==> config.mk <==
export PLATFORM = sky130hd
export DESIGN_NAME = hgvn_ctrl
export DESIGN_NICKNAME = d
export VERILOG_FILES = /design/src/rtl/hgvn_pkg.sv /design/src/rtl/hgvn_ctrl.sv
export VERILOG_INCLUDE_DIRS = /design/src /design/src/rtl
export SDC_FILE = /design/constraint.sdc
export NUM_CORES = 1
export LEC_CHECK = 0
export ABC_AREA = 1
export BUFFER_PORTS_ARGS = -buffer_cell sky130_fd_sc_hd__buf_2
export CORE_UTILIZATION = 48
export CTS_CLUSTER_DIAMETER = 150
export DETAILED_ROUTE_END_ITERATION = 12
export PLACE_DENSITY = 0.82
export SETUP_SLACK_MARGIN = 0.3
export SLEW_MARGIN = 20
export SYNTH_ARGS = -nofsm -noshare
export SYNTH_HDL_FRONTEND = slang
export SYNTH_SLANG_ARGS = --single-unit
==> constraint.sdc <==
create_clock -name clk -period 4 [get_ports clk]
set_clock_uncertainty 0.2 [all_clocks]
set_input_delay 0.2 -clock clk [delete_from_list [all_inputs] [get_ports clk]]
set_output_delay 0.2 -clock clk [all_outputs]
set_load 0.02 [all_outputs]
==> src/rtl/heightmap_grid_vertex_normals_assert.svh <==
// Assertion macros used by the sequencer of the height-map vertex unit.
`ifndef HEIGHTMAP_GRID_VERTEX_NORMALS_ASSERT_SVH
`define HEIGHTMAP_GRID_VERTEX_NORMALS_ASSERT_SVH

// Same-cycle implication, checked on clk, quiet during rst.
`define HGVN_ASSERT_NOW(label, ante, cons, msg) \
  label: assert property (@(posedge clk) disable iff (rst) (ante) |-> (cons)) \
    else $error(msg);

// Next-cycle implication, checked on clk, quiet during rst.
`define HGVN_ASSERT_NEXT(label, ante, cons, msg) \
  label: assert property (@(posedge clk) disable iff (rst) (ante) |=> (cons)) \
    else $error(msg);

`endif

==> src/rtl/hgvn_pkg.sv <==
// Shared types and constants of the height-map vertex unit.
`timescale 1ns / 1ps
package hgvn_pkg;

  localparam int CFG_IDX_W  = 3;
  localparam int CFG_DATA_W = 11;
  localparam int ADDR_W     = 16;
  localparam int SAMPLE_W   = 16;
  localparam int STORE_DEPTH = 65536;
  localparam int DIV_W      = 32;
  localparam int DIVISOR_W  = 16;

  localparam logic [31:0] ONE_Q16 = 32'h0001_0000;

  localparam logic CMD_STORE = 1'b0;
  localparam logic CMD_READ  = 1'b1;

  localparam logic [CFG_IDX_W-1:0] CFG_GRID_COLS    = 3'd0;
  localparam logic [CFG_IDX_W-1:0] CFG_GRID_ROWS    = 3'd1;
  localparam logic [CFG_IDX_W-1:0] CFG_HEIGHT_SCALE = 3'd2;
  localparam logic [CFG_IDX_W-1:0] CFG_BASE_HEIGHT  = 3'd3;
  localparam logic [CFG_IDX_W-1:0] CFG_USE_HEIGHTS  = 3'd4;

  typedef enum logic [1:0] {
    DIV_SRC_ADDR,
    DIV_SRC_X,
    DIV_SRC_Y,
    DIV_SRC_Z
  } div_src_t;

  typedef struct packed {
    logic       store_wr;
    logic       latch_in;
    logic       div_start;
    div_src_t   div_src;
    logic       latch_cr;
    logic       acc_clr;
    logic [2:0] rd_sel;
    logic       acc_en;
    logic [2:0] acc_sel;
    logic       mul_en;
    logic       flat_norm;
    logic       load_x;
    logic       load_y;
    logic       load_z;
    logic       out_load;
  } ctl_cmd_t;

  typedef struct packed {
    logic div_busy;
    logic div_done;
    logic out_of_grid;
    logic n_zero;
    logic out_busy;
  } dp_stat_t;

endpackage

==> src/rtl/hgvn_ctrl.sv <==
// Sequencer of the vertex unit: store, locate, fetch, scale, divide, deliver.
`timescale 1ns / 1ps
`include "heightmap_grid_vertex_normals_assert.svh"
module hgvn_ctrl (
  input  logic              clk,
  input  logic              rst,
  input  logic              in_valid,
  input  logic              in_cmd,
  output logic              in_ready,
  input  hgvn_pkg::dp_stat_t stat,
  output hgvn_pkg::ctl_cmd_t cmd
);
  import hgvn_pkg::*;

  typedef enum logic [3:0] {
    S_IDLE,
    S_DIV_ADDR,
    S_CHECK,
    S_FETCH,
    S_SCALE,
    S_PREP,
    S_DIV_X,
    S_DIV_Y,
    S_DIV_Z,
    S_FINISH
  } state_t;

  localparam logic [2:0] LAST_STEP = 3'd7;

  state_t     state, state_next;
  logic [2:0] step;

  always_comb begin
    cmd        = '0;
    cmd.div_src = DIV_SRC_ADDR;
    in_ready   = 1'b0;
    state_next = state;
    case (state)
      S_IDLE: begin
        // hold off transfers while reset is applied
        in_ready = !rst;
        if (in_valid && !rst) begin
          if (in_cmd == CMD_STORE) begin
            cmd.store_wr = 1'b1;
          end else begin
            cmd.latch_in  = 1'b1;
            cmd.div_start = 1'b1;
            state_next    = S_DIV_ADDR;
          end
        end
      end
      S_DIV_ADDR: begin
        if (stat.div_done) begin
          cmd.latch_cr = 1'b1;
          state_next   = S_CHECK;
        end
      end
      S_CHECK: begin
        cmd.acc_clr = 1'b1;
        state_next  = stat.out_of_grid ? S_IDLE : S_FETCH;
      end
      S_FETCH: begin
        cmd.rd_sel  = step;
        cmd.acc_en  = step != 3'd0;
        cmd.acc_sel = step - 3'd1;
        if (step == LAST_STEP) begin
          state_next = S_SCALE;
        end
      end
      S_SCALE: begin
        cmd.mul_en = 1'b1;
        state_next = S_PREP;
      end
      S_PREP: begin
        if (stat.n_zero) begin
          cmd.flat_norm = 1'b1;
          state_next    = S_FINISH;
        end else begin
          cmd.div_start = 1'b1;
          cmd.div_src   = DIV_SRC_X;
          state_next    = S_DIV_X;
        end
      end
      S_DIV_X: begin
        if (stat.div_done) begin
          cmd.load_x    = 1'b1;
          cmd.div_start = 1'b1;
          cmd.div_src   = DIV_SRC_Y;
          state_next    = S_DIV_Y;
        end
      end
      S_DIV_Y: begin
        if (stat.div_done) begin
          cmd.load_y    = 1'b1;
          cmd.div_start = 1'b1;
          cmd.div_src   = DIV_SRC_Z;
          state_next    = S_DIV_Z;
        end
      end
      S_DIV_Z: begin
        if (stat.div_done) begin
          cmd.load_z = 1'b1;
          state_next = S_FINISH;
        end
      end
      S_FINISH: begin
        if (!stat.out_busy) begin
          cmd.out_load = 1'b1;
          state_next   = S_IDLE;
        end
      end
      default: begin
        state_next = S_IDLE;
      end
    endcase
  end

  always_ff @(posedge clk) begin
    if (rst) begin
      state <= S_IDLE;
      step  <= '0;
    end else begin
      state <= state_next;
      if (state == S_FETCH) begin
        step <= step + 3'd1;
      end else begin
        step <= '0;
      end
    end
  end

  `HGVN_ASSERT_NOW(a_div_start_idle, cmd.div_start, !stat.div_busy, "divider restarted while busy")
  `HGVN_ASSERT_NOW(a_load_free, cmd.out_load, !stat.out_busy, "result overwritten before transfer")
  `HGVN_ASSERT_NOW(a_done_expected, stat.div_done, (state == S_DIV_ADDR || state == S_DIV_X || state == S_DIV_Y || state == S_DIV_Z), "quotient arrived outside a divide state")

endmodule

==> metrics.log, run 1 <==
INFO  metric gr-usage-all-layers = 22.9%
INFO  metric core-area = 1280 um^2
INFO  metric destination_of_the_critical_timing_path = cmd[17]
INFO  metric std_cell_rows = 13
INFO  metric finalMaxSlewViolations = 0
INFO  metric period_share = 51.2%
INFO  metric drt_first_iter_violations = 30
INFO  metric fin_tns_setup = 0 ns
INFO  metric multi_input_area = 438 um^2
INFO  metric layout.cells.most_common_list = 32 x sky130_fd_sc_hd__nor2_1, 28 x sky130_fd_sc_hd__buf_2, 23 x sky130_fd_sc_hd__nand2_1
INFO  metric finalWorstSetupSlack = 1.95 ns
INFO  metric hold_viol_final = 0
INFO  metric seq_power_share = 23.8%
INFO  metric clk_path_buf_depth = 2
INFO  metric tightest_slew = 0.262 ns
INFO  metric vias_per_cell = 4.94
INFO  metric dp_slack = 2.24 ns
INFO  metric post_drt_wl_per_cell = 9.90 um
INFO  metric fp.dieArea = 1530 um^2
INFO  metric grt_max_degree = 10
INFO  metric crit_start = state[1]$_SDFFE_PP0P_
INFO  metric nNetsFinal = 165
INFO  metric cts_hold_repair.buffers = 0
INFO  metric drt-total-wl = 1640 um
INFO  metric dpl.hpwl = 1320 um
INFO  metric post_cts.repair.setup_buffers = 0
INFO  metric postRouteAntennaNets = 0
INFO  metric die_y_extent = 39.1 um
INFO  metric layout.filler_cells = 124
INFO  metric global_route_wire_length_before_repair = 2370 um
INFO  metric timing.critical_path.arrival = 1.65 ns
INFO  metric worst-setup-path-type = reg2out
INFO  metric drt_pass1_iterations = 4
INFO  metric power.combinational.fraction = 62.6%
INFO  metric critPathCaptureType = output port
INFO  metric status = finished, final reports clean
INFO  metric die_w = 39.1 um
INFO  metric utilization = 65.8%
INFO  metric clk_latency = 0.25 ns
INFO  metric htree_levels = 1
INFO  metric cell_internal_power = 215 uW
INFO  metric antennaDiodeCount = 0
INFO  metric cp_cell_sequence = inv_1, nor2_1, nand2_1, nor2_1, nor2_1, inv_1, nor2_1, nand2_1, buf_2
INFO  metric vdd_drop_max = 0.000360 V
INFO  metric yosysWarningCount = 0
INFO  metric yosys_register_bits = 7
INFO  metric syn_inst = 119
INFO  metric num_vias = 820
INFO  metric timing.critical_path.from_type = flip-flop
INFO  metric cts_tree = yes
INFO  metric starting_utilization_of_the_core_area = 51.4%
INFO  metric final_common_cell = sky130_fd_sc_hd__nor2_1
INFO  metric critical-path-max-stage-delay = 0.42 ns
INFO  metric sequential_area = 140 um^2
INFO  metric mappedNetlistNets = 132
INFO  metric power.leakage = 0.000530 uW
INFO  metric cpMostUsedCell = sky130_fd_sc_hd__nor2_1
INFO  metric overflow = 0
INFO  metric top_level_ports = 30
INFO  metric slew-limit-headroom = 82.5%
INFO  metric path_clk_slew = 0.05 ns
INFO  metric timing.max_cap.violations = 0
INFO  metric timing.final.setup_violations = 0
INFO  metric synth.distinct_cells = 18
INFO  metric startpoint_of_the_most_critical_register_to_register_path = step[0]$_SDFF_PP0_
INFO  metric hold_path_class = in2reg
INFO  metric syn-cell-area = 661 um^2
INFO  metric netSwitchingPower = 234 uW
INFO  metric grt_antenna_before_repair = 0
INFO  metric sw_frac_of_total = 52.2%
INFO  metric crit_path_top_delay_cell = sky130_fd_sc_hd__dfxtp_1
INFO  metric maxClockFrequency = 489 MHz
INFO  metric layout-drive-gt1-share = 26.5%
INFO  metric worst_reg2reg_endpoint = state[3]$_SDFFE_PP0P_
INFO  metric cp_data_required_time = 3.60 ns
INFO  metric cts_root_buf = sky130_fd_sc_hd__clkbuf_4
INFO  metric postCtsResizedCells = 0
INFO  metric finalCriticalPeriod = 2.05 ns
INFO  metric synthToLayoutAreaGrowth = 28.0%
INFO  metric r2r_slack = 2.38 ns
INFO  metric r2r_cells = 9
INFO  metric detail_route.drc_violations = 0
INFO  metric portBuffers = 28
INFO  metric clock_power_share = 13.6%
INFO  metric tritoncts.num_buffers = 3
INFO  metric cellPowerDensity = 530 nW/um^2
INFO  metric syn-mean-instance-area = 5.55 um^2
INFO  metric synth_seq_area_share = 21.2%
INFO  metric clock_sink_count = 7
INFO  metric rsz_0062_raised_after_global_routing = false
INFO  metric finalWeightedCongestion = 0.888
INFO  metric number_of_global_route_vias_before_repair = 606
INFO  metric worst_path_fanout_max = 5
-- kinds of logic (layout without fill, tap and decap cells) --
kind of cell	Yosys count	in the layout	synth area share (%)
simple gates	79	79	52.8
buf+inv	22	54	12.5
flops	7	7	21.2
compound gates	6	6	4.54
fa+ha+maj	4	4	7.58
xor+xnor	1	1	1.33
-- registers in the layout (all words and copies together), names as in the netlist --
signal and count:
state 4, step 3
-- critical path, delay by kind of cell, from the launching register on --
family        cells  cell delay (ns)
buf+inv           3             0.32
flops             1             0.42
simple gates      6             0.65
-- synthesized netlist by cell type, drive strengths merged --
master	count	area share, %
nand3	13	9.8
nor4	1	0.95
nor2	38	25
a21oi	5	3.8
inv	21	12
nor3	2	2.3
clkinv	1	0.57
nand3b	1	1.1
ha	4	7.6
o21ai	1	0.76
dfxtp	7	21
xnor2	1	1.3
nand2	24	14
-- through the flow --
step | instance area [um^2] | hold WS [ns] | total power, uW | cells
floorplan | 661 | 0.164 | 323 | 119
global placement | 820 | 0.248 | 379 | 162
detailed placement | 820 | 0.252 | 385 | 162
CTS | 846 | 0.0440 | 450 | 166
global route | 846 | 0.0555 | 492 | 166
finish | 846 | 0.0546 | 449 | 166
-- metal layers --
metal | vias to the layer above | wire length (um) | global-route usage [%] | part of all wire, %
met4 | 0 | 0 | 6.03 | 0
met2 | 40 | 818 | 40.4 | 50
met1 | 355 | 678 | 26.8 | 41
met5 | - | 0 | 0 | 0
met3 | 0 | 147 | 5.78 | 8.9
li1 | 425 | - | - | -
-- power groups by stage --
stage / Sequential [uW] / Combinational [uW] / Clock (uW)
6_report: 107 / 281 / 61.2
5_1_grt: 107 / 315 / 69.6
4_1_cts: 106 / 280 / 64.2
3_5_place_dp: 107 / 278 / 0
3_3_place_gp: 106 / 273 / 0
2_1_floorplan: 103 / 220 / 0
-- layout make-up --
cell class | count | area share [%]
clock buffers | 4 | 3.11
repair buffers | 28 | 16.6
inverters | 22 | 9.76
flip-flops and latches | 7 | 16.6
multi-input cells | 90 | 51.8
well taps | 15 | 2.22
-- worst min path at each step --
| stage | start | end | slack, ns | cells after the start |
|---|---|---|---|---|
| after global placement | step[0]$_SDFF_PP0_ | step[0]$_SDFF_PP0_ | 0.25 | 1 |
| after detailed placement | step[0]$_SDFF_PP0_ | step[0]$_SDFF_PP0_ | 0.25 | 1 |
| after global routing | rst | state[0]$_SDFFE_PP0P_ | 0.06 | 4 |
| final | rst | state[0]$_SDFFE_PP0P_ | 0.05 | 4 |
| after floorplan | rst | state[2]$_SDFFE_PP0P_ | 0.16 | 3 |
| after CTS | rst | state[0]$_SDFFE_PP0P_ | 0.04 | 4 |
Power figures use the tool's default switching activity.
==> run 2, diff against run 1 <==
- CORE_UTILIZATION: 48 -> 41
- PLACE_DENSITY: 0.82 -> 0.74
- clock period: 4 -> 1.8 ns (I/O delays scaled with it)
==> run 2 against run 1 <==
Net effect:
- core utilization is 13 points higher
- critical path depth fell by 1
- clock power rose by 140%
- power grew to 3.3 times the previous value
- first-iteration DRC count fell by 33%
- critical endpoint unchanged
- largest cell class unchanged
- largest power group unchanged
==> metrics.log, run 2 (synthesis gave the netlist of run 1 again) <==
INFO  metric status = finished, final reports clean
INFO  metric vdd_drop_max = 0.000832 V (+130%)
INFO  metric timing.critical_path.from_type = flip-flop
INFO  metric finish.instance_area = 1180 um^2 (+40%)
INFO  metric finalHoldWorstSlack = 0.161 ns (+0.106 ns)
INFO  metric post_drt_wl_per_cell = 12.7 um (+28%)
INFO  metric timing.final.setup_violations = 0 (unchanged)
INFO  metric std_cell_rows = 14 (+1)
INFO  metric fin_tns_setup = 0 ns (unchanged)
INFO  metric clk_latency = 0.26 ns (about the same)
INFO  metric layout.filler_cells = 108 (-13%)
INFO  metric overflow = 0 (unchanged)
INFO  metric period_share = 94.1%
INFO  metric timing.critical_path.arrival = 1.40 ns (-0.25 ns)
INFO  metric crit_path_top_delay_cell = sky130_fd_sc_hd__dfxtp_4
INFO  metric starting_utilization_of_the_core_area = 43.9% (-7.6 points)
INFO  metric finalMaxSlewViolations = 0 (unchanged)
INFO  metric vias_per_cell = 5.21 (+5.5%)
INFO  metric worst_path_fanout_max = 4 (-1)
INFO  metric grt_antenna_before_repair = 0 (unchanged)
INFO  metric multi_input_area = 577 um^2 (+32%)
INFO  metric finalWorstSetupSlack = 0.106 ns (-1.85 ns)
INFO  metric drt_first_iter_violations = 20 (-33%)
INFO  metric nNetsFinal = 183 (+11%)
INFO  metric global_route_wire_length_before_repair = 3600 um (+52%)
INFO  metric largest_register = state
INFO  metric grt_max_degree = 8 (-2)
INFO  metric hold_path_class = in2reg
INFO  metric layout.cells.most_common_list = 22 x sky130_fd_sc_hd__nor2_1, 21 x sky130_fd_sc_hd__buf_4, 20 x sky130_fd_sc_hd__buf_2
INFO  metric critical-path-max-stage-delay = 0.36 ns (-0.06 ns)
INFO  metric drt_pass1_iterations = 4 (unchanged)
INFO  metric core-area = 1510 um^2 (+17%)
INFO  metric die_w = 42.1 um (+7.8%)
INFO  metric sequential_area = 158 um^2 (+13%)
INFO  metric die_y_extent = 42.1 um (+7.8%)
INFO  metric fp.dieArea = 1780 um^2 (+16%)
INFO  metric portBuffers = 28 (unchanged)
INFO  metric postRouteAntennaNets = 0 (unchanged)
INFO  metric cts_tree = yes
INFO  metric num_vias = 964 (+18%)
INFO  metric detail_route.drc_violations = 0 (unchanged)
INFO  metric number_of_global_route_vias_before_repair = 826 (+36%)
INFO  metric clk_path_buf_depth = 2 (unchanged)
INFO  metric hold_viol_final = 0 (unchanged)
INFO  metric dpl.hpwl = 1450 um (+9.9%)
INFO  metric worst-setup-path-type = reg2out
INFO  metric cts_root_buf = sky130_fd_sc_hd__clkbuf_4
INFO  metric clock_sink_count = 7 (unchanged)
INFO  metric finalCriticalPeriod = 1.69 ns
INFO  metric stdcell_count = 185 (+11%)
INFO  metric cpMostUsedCell = sky130_fd_sc_hd__nor2_4
INFO  metric cp_cell_sequence = nor2_4, inv_2, nor2_4, inv_2, nor3_4, nor2_4, nand2_2, buf_6
INFO  metric antennaDiodeCount = 0 (unchanged)
INFO  metric critPathCaptureType = output port
INFO  metric cellPowerDensity = 1240 nW/um^2 (+130%)
INFO  metric dp_slack = 0.139 ns (-2.11 ns)
INFO  metric drt-total-wl = 2350 um (+43%)
INFO  metric final_common_cell = sky130_fd_sc_hd__nor2_1
INFO  metric place_inst = 164 (+1.2%)
INFO  metric maxClockFrequency = 590 MHz
INFO  metric layout-drive-gt1-share = 55.0% (+29 points)
INFO  metric path_clk_slew = 0.06 ns (about the same)
INFO  metric placedInstanceArea = 860 um^2 (+4.9%)
INFO  metric gr-usage-all-layers = 25.8% (+2.9 points)
INFO  metric timing.max_cap.violations = 0 (unchanged)
INFO  metric slew-limit-headroom = 79.9% (-2.5 points)
INFO  metric finalWeightedCongestion = 0.902 (+1.6%)
INFO  metric synthToLayoutAreaGrowth = 79.0%
INFO  metric tightest_slew = 0.300 ns (+0.0380 ns)
INFO  metric top_level_ports = 30 (unchanged)
INFO  metric tritoncts.num_buffers = 3 (unchanged)
INFO  metric power.leakage = 0.000651 uW (+23%)
INFO  metric largest_register_ffs = 4 (unchanged)
INFO  metric reg.largest.list = state (4), step (3)
INFO  metric rsz_0062_raised_after_global_routing = true
INFO  metric cp_data_required_time = 1.51 ns (-2.09 ns)
INFO  metric htree_levels = 1 (unchanged)
==> run 2: cell count changes in the layout (fill, tap and decap cells not counted), moves of 4 or more <==
cell | previous run | this run
sky130_fd_sc_hd__dfxtp_1 | 7 | 1
sky130_fd_sc_hd__dfxtp_4 | 0 | 4
sky130_fd_sc_hd__inv_1 | 20 | 11
sky130_fd_sc_hd__nor2_4 | 1 | 13
sky130_fd_sc_hd__buf_2 | 28 | 20
sky130_fd_sc_hd__inv_2 | 1 | 8
sky130_fd_sc_hd__buf_6 | 0 | 4
sky130_fd_sc_hd__nor2_1 | 32 | 22
sky130_fd_sc_hd__buf_4 | 0 | 21
sky130_fd_sc_hd__nand2_2 | 1 | 6
sky130_fd_sc_hd__nand2_1 | 23 | 16
==> run 2: final cells by class <==
cell class	instances	share of cell area (%)
timing repair buffer	46	26.5
clock inverter	1	0.423
multi-input combinational	90	48.8
sequential	7	13.3
inverter	22	7.41
clock buffer	3	1.90
tap	16	1.69
==> run 2: worst paths after layout <==
kind / startpoint / endpoint / slack, ns / cells after the start
setup reg to reg: state[1]$_SDFFE_PP0P_ / state[2]$_SDFFE_PP0P_ / 0.18 / 10
hold / removal: stat[1] / state[3]$_SDFFE_PP0P_ / 0.16 / 5
setup / recovery: state[1]$_SDFFE_PP0P_ / cmd[17] / 0.11 / 8
hold reg to reg: step[0]$_SDFF_PP0_ / step[0]$_SDFF_PP0_ / 0.34 / 2
==> run 2: critical path, delay by kind of cell, from the launching register on <==
family / cells / cell delay, ns
AND/OR/NAND/NOR: 5 / 0.54
flip-flops: 1 / 0.36
buffers and inverters: 3 / 0.24
==> run 2: timing repair <==
item	in CTS	in global routing
setup buffers	10	6
cloned	0	0
resized for setup	42	18
endpoints found under the setup margin	25	24
hold endpoints to repair	7	0
pin swaps	18	7
hold buffers	1	0
==> run 2: routing by layer <==
layer	part of all wire [%]	up-vias	global-route usage, %
met3	5.2	6	6.47
met1	41	458	31.5
met4	1.9	0	8.13
li1	-	467	-
met5	0	-	0
met2	52	33	44.4
==> run 2: report_power, final <==
| part | internal (uW) | switching [uW] | total (uW) |
|---|---|---|---|
| combinational | 429 | 607 | 1040 |
| clock | 81.5 | 65.2 | 147 |
| sequential | 205 | 72.8 | 278 |
==> run 2: stage by stage <==
step / power, uW / util (%)
after floorplan: 736 / -
after global placement: 867 / 57.1
after detailed placement: 891 / 57.1
after CTS: 1290 / 71.5
after global routing: 1560 / 78.5
final: 1460 / 78.5
==> run 3, diff against run 2 <==
- ABC_AREA: 1 -> unset
==> run 3 against run 2 <==
Net effect:
- the run now ends with negative setup slack left
- power fell by 27%
- global-route usage rose by 0.20 points
- count of clock-buffer cells in the layout rose by 1
- hold slack got worse by 0.14 ns
- maximum frequency fell by 6.0%
- core utilization fell by 2.2 points
- non-clock buffer count did not move
- register-to-register slack got worse by 0.18 ns
- wire length rose by 1.8%
- largest cell class unchanged
==> metrics.log, run 3 <==
INFO  metric status = finished with violations
INFO  metric violations_in_the_final_reports = negative setup slack
INFO  metric cts_tree = yes
INFO  metric core-area = 1510 um^2 (unchanged)
INFO  metric rsz_0062_raised_after_global_routing = true
INFO  metric yosys_register_bits = 7 (unchanged)
INFO  metric cellPowerDensity = 927 nW/um^2 (-25%)
INFO  metric multi_input_area = 609 um^2 (+5.6%)
INFO  metric nNetsFinal = 146 (-20%)
INFO  metric tightest_slew = 0.291 ns (-0.00932 ns)
INFO  metric power.leakage = 0.000543 uW (-17%)
INFO  metric grt_antenna_before_repair = 0 (unchanged)
INFO  metric worst_path_fanout_max = 5 (+1)
INFO  metric drt_pass1_iterations = 4 (unchanged)
INFO  metric synth_seq_area_share = 21.0% (-0.24 points)
INFO  metric drt-total-wl = 2390 um (+1.8%)
INFO  metric cts_hold_repair.buffers = 0 (-1)
INFO  metric synthToLayoutAreaGrowth = 71.9%
INFO  metric finalHoldWorstSlack = 0.0204 ns (-0.140 ns)
INFO  metric synth-edff-count = 0 (unchanged)
INFO  metric grt_max_degree = 14 (+6)
INFO  metric startpoint_of_the_most_critical_register_to_register_path = state[1]$_SDFFE_PP0P_
INFO  metric global_route_wire_length_before_repair = 3570 um (-0.94%)
INFO  metric netlist.top_cell.by_area = sky130_fd_sc_hd__dfxtp_1
INFO  metric sequential_area = 148 um^2 (-6.3%)
INFO  metric synth_ff_type = sky130_fd_sc_hd__dfxtp_1
INFO  metric finalWeightedCongestion = 0.837 (-7.2%)
INFO  metric path_clk_slew = 0.06 ns (about the same)
INFO  metric yosys.area.top_type_share = 21.0% (-0.24 points)
INFO  metric timing.final.setup_violations = 1 (+1)
INFO  metric worst-setup-path-type = reg2reg
INFO  metric r2r_cells = 4 (-6)
INFO  metric cp_data_required_time = 1.74 ns (+0.23 ns)
INFO  metric vdd_drop_max = 0.000466 V (-44%)
INFO  metric layout.cells.most_common_list = 21 x sky130_fd_sc_hd__buf_2, 14 x sky130_fd_sc_hd__buf_4, 11 x sky130_fd_sc_hd__buf_6
INFO  metric hold_path_class = in2reg
INFO  metric postRouteAntennaNets = 0 (unchanged)
INFO  metric die_y_extent = 42.4 um (+0.55%)
INFO  metric drt_first_iter_violations = 21 (+5.0%)
INFO  metric slew-limit-headroom = 80.6% (+0.69 points)
INFO  metric top_level_ports = 30 (unchanged)
INFO  metric htree_levels = 1 (unchanged)
INFO  metric clock_sink_count = 7 (unchanged)
INFO  metric clk_latency = 0.27 ns (about the same)
INFO  metric crit_start = state[1]$_SDFFE_PP0P_
INFO  metric tritoncts.num_buffers = 3 (unchanged)
INFO  metric std_cell_rows = 14 (unchanged)
INFO  metric overflow = 0 (unchanged)
INFO  metric place_inst = 137 (-16%)
INFO  metric period_share = 100% (+6.0 points)
INFO  metric critPathCaptureType = flip-flop
INFO  metric antennaDiodeCount = 0 (unchanged)
INFO  metric syn-mean-instance-area = 7.59 um^2 (+37%)
INFO  metric num_vias = 834 (-13%)
INFO  metric number_of_global_route_vias_before_repair = 802 (-2.9%)
INFO  metric vias_per_cell = 5.64 (+8.1%)
INFO  metric synth_async_sr_flop_share = 0% (unchanged)
INFO  metric r2r_slack = -0.002 ns (-0.18 ns)
INFO  metric hold_viol_final = 0 (unchanged)
INFO  metric portBuffers = 28 (unchanged)
INFO  metric layout-drive-gt1-share = 59.1% (+4.1 points)
INFO  metric reg.largest.list = state (4), step (3)
INFO  metric syn-cell-area = 668 um^2 (+1.1%)
INFO  metric synth.top_cells.by_count = 15 x sky130_fd_sc_hd__nor2_1, 7 x sky130_fd_sc_hd__dfxtp_1, 6 x sky130_fd_sc_hd__nor2b_1
INFO  metric cell_types_with_the_largest_area_share_after_synthesis = sky130_fd_sc_hd__dfxtp_1 21%, sky130_fd_sc_hd__nor2_1 8.4%, sky130_fd_sc_hd__ha_1 7.5%
INFO  metric layout.filler_cells = 107 (-0.93%)
INFO  metric yosysWarningCount = 0 (unchanged)
INFO  metric syn_inst = 88 (-26%)
INFO  metric gr-usage-all-layers = 26.0% (+0.20 points)
INFO  metric clk_path_buf_depth = 2 (unchanged)
INFO  metric largest_register_ffs = 4 (unchanged)
INFO  metric largest_register = state
INFO  metric post-layout-total-power = 1070 uW (-27%)
INFO  metric finalWorstSetupSlack = -0.00211 ns (-0.108 ns)
INFO  metric starting_utilization_of_the_core_area = 44.4% (+0.50 points)
INFO  metric worst_reg2reg_endpoint = state[2]$_SDFFE_PP0P_
INFO  metric die_w = 42.4 um (+0.55%)
INFO  metric finalCriticalPeriod = 1.80 ns (+0.108 ns)
INFO  metric synth_most_common_cell = sky130_fd_sc_hd__nor2_1
INFO  metric timing.critical_path.from_type = flip-flop
INFO  metric timing.critical_path.arrival = 1.75 ns (+0.35 ns)
INFO  metric synth.distinct_cells = 30 (+12)
INFO  metric mappedNetlistNets = 101 (-23%)
INFO  metric destination_of_the_critical_timing_path = state[2]$_SDFFE_PP0P_
INFO  metric maxClockFrequency = 555 MHz (-6.0%)
INFO  metric finalMaxSlewViolations = 0 (unchanged)
INFO  metric detail_route.drc_violations = 0 (unchanged)
INFO  metric timing.max_cap.violations = 0 (unchanged)
INFO  metric post_drt_wl_per_cell = 16.1 um (+27%)
INFO  metric cts_root_buf = sky130_fd_sc_hd__clkbuf_4
INFO  metric dpl.hpwl = 1390 um (-3.8%)
INFO  metric stdcell_count = 148 (-20%)
INFO  metric final_common_cell = sky130_fd_sc_hd__buf_2
INFO  metric fp.dieArea = 1800 um^2 (+1.1%)
[run 3: changes by cell type in the layout (fill, tap and decap cells not counted), sizes merged, moves of 3 or more]
cell | before | now
nor2 | 38 | 15
inv | 21 | 3
o22ai | 0 | 3
nand2 | 24 | 5
mux2 | 0 | 3
and2 | 0 | 3
nor2b | 0 | 6
nand3 | 13 | 1
nand2b | 0 | 5
[run 3: timing repair]
item / in CTS / in global routing
pin swaps: 5 / 1
gates cloned: 1 / 0
hold endpoints to repair: 0 / 0
gates resized for setup: 23 / 15
setup buffers: 4 / 2
setup endpoints to repair: 25 / 26
[run 3: per-layer routing]
| layer | up-vias | share of wire (%) | GRT usage [%] |
|---|---|---|---|
| li1 | 396 | - | - |
| met1 | 393 | 39 | 30.8 |
| met2 | 37 | 52 | 45.2 |
| met3 | 8 | 4.6 | 1.72 |
| met4 | 0 | 3.8 | 15.6 |
| met5 | - | 0 | 0 |
[run 3: through the flow]
step | setup TNS, ns | util [%] | instance area (um^2) | setup slack, ns
finish | -0.00211 | 76.2 | 1150 | -0.00211
global route | -0.347 | 76.2 | 1150 | -0.0484
CTS | 0 | 71.8 | 1080 | 0.0263
detailed placement | 0 | 62.0 | 933 | 0.0300
global placement | 0 | 62.0 | 933 | 0.0566
floorplan | 0 | - | 716 | 0.101
[run 3: critical path, cell delays in order, from the launching register on]
cell and delay, ns:
sky130_fd_sc_hd__dfxtp_2 0.35, sky130_fd_sc_hd__or3b_1 0.37, sky130_fd_sc_hd__a211o_1 0.30, sky130_fd_sc_hd__o2111ai_4 0.12
sky130_fd_sc_hd__mux2_4 0.33
[run 3: power by group]
group          switching (uW)  internal, uW  leakage, uW  total [uW]
Sequential               26.2           183    0.0000588         209
Combinational             364           337     0.000469         701
Clock                    69.1          85.3    0.0000150         154
[run 3: how the worst min path moves through the flow]
stage / startpoint / to / slack [ns] / depth (start not counted)
finish: rst / step[2]$_SDFF_PP0_ / 0.02 / 3
global route: rst / step[2]$_SDFF_PP0_ / 0.03 / 3
CTS: rst / step[2]$_SDFF_PP0_ / 0.02 / 3
detailed placement: in_cmd / cmd[19] / 0.27 / 3
global placement: in_cmd / cmd[19] / 0.26 / 3
floorplan: in_cmd / cmd[19] / 0.03 / 1
[run 3: cells by family (layout without fill, tap and decap cells)]
| group | after synthesis | count (layout) | synth area share [%] |
|---|---|---|---|
| buffers and inverters | 9 | 53 | 5.24 |
| xor gates and xnor gates | 1 | 1 | 1.31 |
| AOI/OAI and AO/OA | 14 | 14 | 16.7 |
| adders and majority gates | 4 | 4 | 7.49 |
| and+or+nand+nor | 50 | 50 | 41.6 |
| DFF | 7 | 7 | 21.0 |
| muxes | 3 | 3 | 6.74 |
[run 3: final cells by class]
type / count / share of cell area (%)
multi-input combinational: 72 / 53.1
sequential: 7 / 12.9
inverter: 3 / 0.980
timing repair buffer: 46 / 29.1
tap: 16 / 1.74
clock buffer: 4 / 2.29
